<file path="src/hdl/rau_pkg.sv">
// shared types and codes for the rational arithmetic unit
// no dependencies
`timescale 1ns / 1ps

package rau_pkg;

  localparam int PORT_W = 32;
  localparam int WIDE_W = 64;
  localparam int DEN_W  = 62;

  localparam logic [2:0] ACT_ADD = 3'd0;
  localparam logic [2:0] ACT_SUB = 3'd1;
  localparam logic [2:0] ACT_MUL = 3'd2;
  localparam logic [2:0] ACT_DIV = 3'd3;
  localparam logic [2:0] ACT_CMP = 3'd4;

  localparam logic [1:0] ST_OK        = 2'd0;
  localparam logic [1:0] ST_DIV_ZERO  = 2'd1;
  localparam logic [1:0] ST_DEN_FIXED = 2'd2;

  localparam logic [WIDE_W-1:0] NUMER_MAX = {1'b0, {(WIDE_W-1){1'b1}}};
  localparam logic [WIDE_W-1:0] DENOM_MAX = {{(WIDE_W-DEN_W){1'b0}}, {DEN_W{1'b1}}};

  // divider handshake between sequencer and divider
  typedef struct packed {
    logic start;
  } div_ctl_t;

  typedef struct packed {
    logic busy;
    logic done;
  } div_sts_t;

endpackage

</file>
<file path="src/hdl/rau_div.sv">
// 64-bit restoring divider, one quotient bit per cycle
// depends on rau_pkg
`timescale 1ns / 1ps

module rau_div (
  input  logic                         clk,
  input  logic                         rst,
  input  rau_pkg::div_ctl_t            ctl,
  input  logic [rau_pkg::WIDE_W-1:0]   dividend,
  input  logic [rau_pkg::WIDE_W-1:0]   divisor,
  output rau_pkg::div_sts_t            sts,
  output logic [rau_pkg::WIDE_W-1:0]   quotient
);

  localparam int W  = rau_pkg::WIDE_W;
  localparam int CW = $clog2(W + 1);

  logic [W-1:0]  rem;
  logic [W-1:0]  quo;
  logic [CW-1:0] cnt;
  logic          busy;
  logic          done;
  logic [W:0]    shifted;
  logic [W:0]    trial;
  logic          fits;

  // trial subtract of the divisor from the shifted remainder
  always_comb begin
    shifted = {rem, quo[W-1]};
    trial   = shifted - {1'b0, divisor};
    fits    = shifted >= {1'b0, divisor};
  end

  always_ff @(posedge clk) begin
    if (rst) begin
      busy <= 1'b0;
      done <= 1'b0;
      cnt  <= '0;
    end else begin
      done <= 1'b0;
      if (ctl.start) begin
        busy <= 1'b1;
        cnt  <= CW'(W);
        rem  <= '0;
        quo  <= dividend;
      end else if (busy) begin
        rem <= fits ? trial[W-1:0] : shifted[W-1:0];
        quo <= {quo[W-2:0], fits};
        cnt <= cnt - 1'b1;
        if (cnt == CW'(1)) begin
          busy <= 1'b0;
          done <= 1'b1;
        end
      end
    end
  end

  assign sts.busy = busy;
  assign sts.done = done;
  assign quotient = quo;

endmodule

</file>
<file path="config.mk">
export PLATFORM = sky130hd
export DESIGN_NAME = rau_div
export DESIGN_NICKNAME = d
export VERILOG_FILES = /design/src/hdl/rau_pkg.sv /design/src/hdl/rau_div.sv
export SDC_FILE = /design/constraint.sdc
export NUM_CORES = 1
export LEC_CHECK = 0
export CAP_MARGIN = 20
export CORE_MARGIN = 1.5
export CORE_UTILIZATION = 65
export DETAILED_ROUTE_END_ITERATION = 16
export DONT_BUFFER_PORTS = 1
export PLACE_DENSITY = 0.83
export SLEW_MARGIN = 0
export SYNTH_ARGS = -nofsm -noshare
export SYNTH_HDL_FRONTEND = slang
export SYNTH_SLANG_ARGS = --single-unit
</file>
<file path="constraint.sdc">
create_clock -name clk -period 14.7 [get_ports clk]
set_clock_uncertainty 0.2 [all_clocks]
set_input_delay 2.205 -clock clk [delete_from_list [all_inputs] [get_ports clk]]
set_output_delay 2.205 -clock clk [all_outputs]
set_load 0.1 [all_outputs]
</file>
## Word-level counts from Yosys, hierarchy flattened

Cells that the tools add are included.

- $add $sub $neg: 2
- $lt $le $gt $ge: 1
- Eq/ne operators: 1
- Muxes and demuxes: 10
- Bitwise logic cells: 2
- Reductions and logical operators: 4

Operator list:

| kind | number |
|---|---|
| $mux W64 | 4 |
| $ge A65 B64 Y1 | 1 |
| $sub A64 B64 Y64 | 1 |
| $mux W7 | 2 |
| $eq A7 B1 Y1 const B | 1 |
| $sub A7 B1 Y7 const B | 1 |
| $mux W1 | 4 |
| $reduce_or A3 Y1 | 1 |
| $not A1 Y1 | 2 |
| $reduce_and A2 Y1 | 1 |
| $reduce_bool A2 Y1 | 1 |
| $reduce_or A2 Y1 | 1 |

- Bits in registers: 137
- Input bits: 131
- Output and inout bits: 66

## Depth between registers and ports, before layout

- Depth after elaboration: 4
- Mapped depth: 15

## Worst setup path before layout

OpenSTA, ideal clock, no wires.

- Kind: input to register
- Start: in ctl
- End: reg quo[0] (netlist: quotient[0]) (enable)
- Library setup time: 0.618 ns
- Data arrival time: 8.452 ns
- Required time: 13.882 ns
- Setup slack: 5.430 ns
- Stages on the path: 5
- Buffers on the path: 3
- Cell sequence: clkbuf_1 clkbuf_1 clkbuf_1 nor2_1 nor2_1

- Longest elaborated chain between the ends: 2

Ends and longest elaborated chain:

| what | line | source |
|---|---|---|
| start, declared | rau_div.sv:8 | `input rau_pkg::div_ctl_t ctl,` |
| $reduce_bool A2 Y1 (no source line) | n/a |  |
| $reduce_and A2 Y1 (no source line) | n/a |  |
| end signal, assigned | rau_div.sv:45 | `quo <= dividend;` |
| end signal, assigned | rau_div.sv:48 | `quo <= {quo[W-2:0], fits};` |
| end, declared | rau_div.sv:19 | `logic [W-1:0] quo;` |

No other way between the ends.
A chain may end at the register's enable or synchronous reset.

## Final worst setup path

- Start: in divisor[3] (netlist name)
- End: reg rem[63] (data pin)

- Longest elaborated chain between the ends: 3

Ends and longest elaborated chain:

| what | line | source |
|---|---|---|
| start, declared | rau_div.sv:10 | `input logic [rau_pkg::WIDE_W-1:0] divisor,` |
| $sub A64 B64 Y64 / $ge A65 B64 Y1 (equally long branches) | rau_div.sv:30, rau_div.sv:31 |  |
| $mux W64 (*) | rau_div.sv:47 | `rem <= fits ? trial[W-1:0] : shifted[W-1:0];` |
| $mux W64 (*) | rau_div.sv:46 | `end else if (busy) begin` |
| end signal, assigned | rau_div.sv:47 |  |
| end, declared | rau_div.sv:18 | `logic [W-1:0] rem;` |

Mark *: on every way between the ends. The rest lies on a longest branch, timed or not. The select of a mux whose other input is x is not followed.

==> flow_summary_export.csv <==
group,metric,value,unit
layout,final_area,0.0108,mm^2
power_and_ir_drop,power_density,130,mW/mm^2
timing,fmax,167,MHz
routing,routed_wl,23800,um
cts,post_cts_resized,0,
layout,area_growth,6.34,%
power_and_ir_drop,power_switching,0.516,mW
flow_run,cap_violations,0,
cts,insertion_delay,0.43,ns
critical_path,start_kind,"primary input",
timing,fin_crit_sh,40.7,%
timing,slew-limit-headroom,31.2,%
synth,synthSimpleGateAreaFrac,14.2,%
critical_path,critPathMaxFanout,41,
timing,worst_slack,8.72,ns
place,hpwl,17200,um
synth,ys_types,69,
timing,rsz0062_at_grt,"no",
critical_path,cpPeakStageDelay,0.71,ns
synth,async_flop_share,0,%
layout,num-fill-cells,1158,
timing,worstMarginPinSlew,1.03,ns
synth,synth_top_area_share,38.0,%
global_routing,antenna_found_initial,2,
layout,fin_nets,1253,
global_routing,first_global_vias,7698,
timing,hold_viol,0,
power_and_ir_drop,power.internal,0.883,mW
critical_path,ff2ff_path_depth,13,
layout,drive_gt1_share,11.4,%
cts,cts_sinks,137,
routing,routed-via-count,7982,
synth,synthesis.nets,1294,
routing,drt_pass1_iterations,7,
global_routing,grt_start_max_net_pins,133,
routing,drtAntennaViolNets,0,
synth,synthesis.area,0.0101,mm^2
layout,finalNonFillerCells,1256,
global_routing,gr-total-overflow,0,
synth,synth_compound_area_share,18.5,%
critical_path,crit_path_end,"rem[63]$_SDFFCE_PP0P_",
critical_path,rr_startpoint,"quotient[63]$_DFFE_PP_",
layout,multi_input_area,0.00550,mm^2
synth,synth_common_cells,"nand2_1, edfxtp_1, a21oi_1",
die,die-area,0.0163,mm^2
place,dp_cells,1223,
place,post_dp_cell_area,0.0101,mm^2
critical_path,crit_chain,"inv_1 -> ha_1 -> and4_1 -> a21boi_2 -> o2111ai_2 -> a2111oi_4 -> o2111ai_1 -> nand3_1 -> a31oi_2 -> o21ai_4 -> buf_4 -> nor2_1 -> a22o_1",
routing,drtIter0Drc,716,
critical_path,crit_family,"compound AO/OA/AOI/OAI gates",
die,initial_utilization,66.6,%
synth,synthAdderAreaFrac,8.36,%
power_and_ir_drop,netSwitchingFraction,36.9,%
synth,post-synth-top-count-cell,"nand2_1",
timing,tns,0,ns
die,core_area,0.0152,mm^2
routing,drt-wirelength-per-cell,18.9,um
synth,synth-edff-count,128,
power_and_ir_drop,ir_worst_vdd,0.115,mV
synth,synth_ff_type,"edfxtp_1",
synth,synth_top_area_cell,"edfxtp_1",
synth,syn_area_per_cell,9.23,um^2
power_and_ir_drop,total_power,1.40,mW
power_and_ir_drop,seq_power_share,41.2,%
synth,synth.area.top_cells,"edfxtp_1, ha_1, mux2_2",
critical_path,crit_arrival,5.95,ns
die,die_h,128,um
critical_path,setup.worst_path.start,"divisor[3]",
die,io_pins,197,
cts,cts-hold-fix-buffers,0,
layout,antenna_cells,0,
cts,htreeDepth,4,
run_status,status,"complete, no violations",
hold_path,hold_class,"reg -> reg",
place,place_ws,8.31,ns
global_routing,grtUsageTotal,29.6,%
critical_path,slowest_stage,"o21ai_4",
synth,ys_ff_latch,137,
layout,seq_area,0.00402,mm^2
timing,finalHoldWorstSlack,0.342,ns
die,row_count,45,
power_and_ir_drop,combPwrFrac,26.3,%
place,port_buffers,0,
layout,utilization,70.8,%
die,die_x,128,um
hold_path,min_from,"cnt[1]$_SDFFE_PP0P_",
critical_path,reg2reg_setup_slack,9.56,ns
place,place.gp.congestion,0.913,
critical_path,critPathCaptureType,"register",
power_and_ir_drop,power.leakage,4.38,nW
timing,setup_viol,0,
critical_path,r2r_end,"rem[63]$_SDFFCE_PP0P_",
cts,cts_root_buf,"clkbuf_16",
cts,post-cts-setup-buffers,0,
synth,synth_mux_area_share,7.31,%
cts,cts_tree,"done",
synth,yosysSeqAreaShare,39.8,%
cts,max-clock-path-buffers,2,
cts,path_clk_slew,0.07,ns
synth,yosysWarnings,0,
critical_path,worstSetupPathType,"in -> reg",
cts,cts_buffers,17,
global_routing,grt_pass1_wl,38000,um
timing,period_needed,5.98,ns
timing,drv_slew,0,
synth,synth_top_family_by_area,"compound AO/OA/AOI/OAI gates",
critical_path,crit_required,14.68,ns
routing,drt-vias-per-instance,6.36,
synth,synthXorXnorAreaFrac,5.80,%
routing,drcViolationCount,0,
power_and_ir_drop,clock_power_share,32.5,%
critical_path,timing.critical_path.buf_inv,2,
critical_path,worstSetupPathDepth,13,
synth,synth_cells,1096,
cells by family (layout without fill, tap and decap cells):
logic type / Yosys count / after routing
AOI/OAI and AO/OA: 292 / 292
buffers and inverters: 151 / 123
DFF: 137 / 137
adders and majority gates: 67 / 67
xor gates and xnor gates: 67 / 67
muxes: 66 / 66
and+or+nand+nor: 316 / 316
how the worst min path moves through the flow:
stage / to / slack (ns) / cells after the start
after CTS: cnt[1]$_SDFFE_PP0P_ / 0.35 / 2
after global routing: cnt[1]$_SDFFE_PP0P_ / 0.39 / 2
final: cnt[1]$_SDFFE_PP0P_ / 0.34 / 2
after floorplan: cnt[1]$_SDFFE_PP0P_ / 0.27 / 2
after global placement: cnt[1]$_SDFFE_PP0P_ / 0.29 / 2
after detailed placement: cnt[1]$_SDFFE_PP0P_ / 0.32 / 2
worst reg2reg max path: stages, from the launching register on:
cell and delay [ns]:
edfxtp_1 1.02, inv_1 0.12, ha_1 0.25, nand3b_1 0.21
a21boi_2 0.22, o2111ai_2 0.22, a2111oi_4 0.47, o2111ai_1 0.15
nand3_1 0.21, a31oi_2 0.19, o21ai_4 0.71, buf_4 0.52
nor2_1 0.16, a22o_1 0.25
sequential cells by signal, indices dropped and copies added (netlist names):
register  count
quotient     64
rem          64
cnt           7
done          1
busy          1
power by group through the flow:
stage / Combinational (mW) / Clock, mW / Sequential, mW
final: 0.368 / 0.455 / 0.576
after CTS: 0.362 / 0.456 / 0.578
after floorplan: 0.304 / 0 / 0.579
after global placement: 0.352 / 0 / 0.584
after global routing: 0.409 / 0.472 / 0.580
after detailed placement: 0.358 / 0 / 0.585
layout make-up:
class	instances	area share [%]
Clock buffer	17	3.95
Clock inverter	15	1.84
Inverter	86	3.00
Multi-Input combinational cell	808	51.1
Sequential cell	137	37.4
Tap cell	188	2.19
Timing Repair Buffer	5	0.535
cells in the final DEF (no fill, tap or decap), types with 3 or more instances in the layout:
master | Yosys | layout
a211o_1 | 3 | 3
a211oi_1 | 24 | 24
a21o_1 | 33 | 33
a21oi_1 | 117 | 117
a221oi_1 | 3 | 3
a31oi_1 | 9 | 9
and2_1 | 5 | 5
and3_1 | 6 | 6
and4_1 | 3 | 3
buf_4 | 7 | 4
clkbuf_16 | 0 | 17
dfxtp_1 | 9 | 9
edfxtp_1 | 128 | 128
ha_1 | 66 | 66
inv_1 | 85 | 85
inv_6 | 0 | 5
inv_8 | 0 | 4
mux2_2 | 63 | 63
mux2i_1 | 3 | 3
nand2_1 | 147 | 147
nand2b_1 | 4 | 4
nand3_1 | 14 | 14
nand4_1 | 21 | 21
nor2_1 | 74 | 73
nor2b_1 | 5 | 5
nor3_1 | 9 | 9
nor4_1 | 8 | 8
o211ai_1 | 8 | 8
o21a_1 | 12 | 12
o21ai_0 | 31 | 31
o21ai_1 | 7 | 7
o21bai_1 | 13 | 13
o31ai_1 | 4 | 4
or2_2 | 4 | 4
or3_1 | 4 | 4
xnor2_1 | 43 | 43
xor2_1 | 24 | 24
routing by layer:
metal  wire (um)  share of wire (%)  global-route usage, %  vias to the layer above
li1            -                  -                      -                     3852
met4         633                2.7                   11.4                        4
met1        9810                 41                   36.5                     3742
met2       11400                 48                   49.6                      334
met5          26               0.11                      0                        -
met3        1930                8.1                   8.14                       50
No activity file was read; power rests on OpenSTA's default activity.
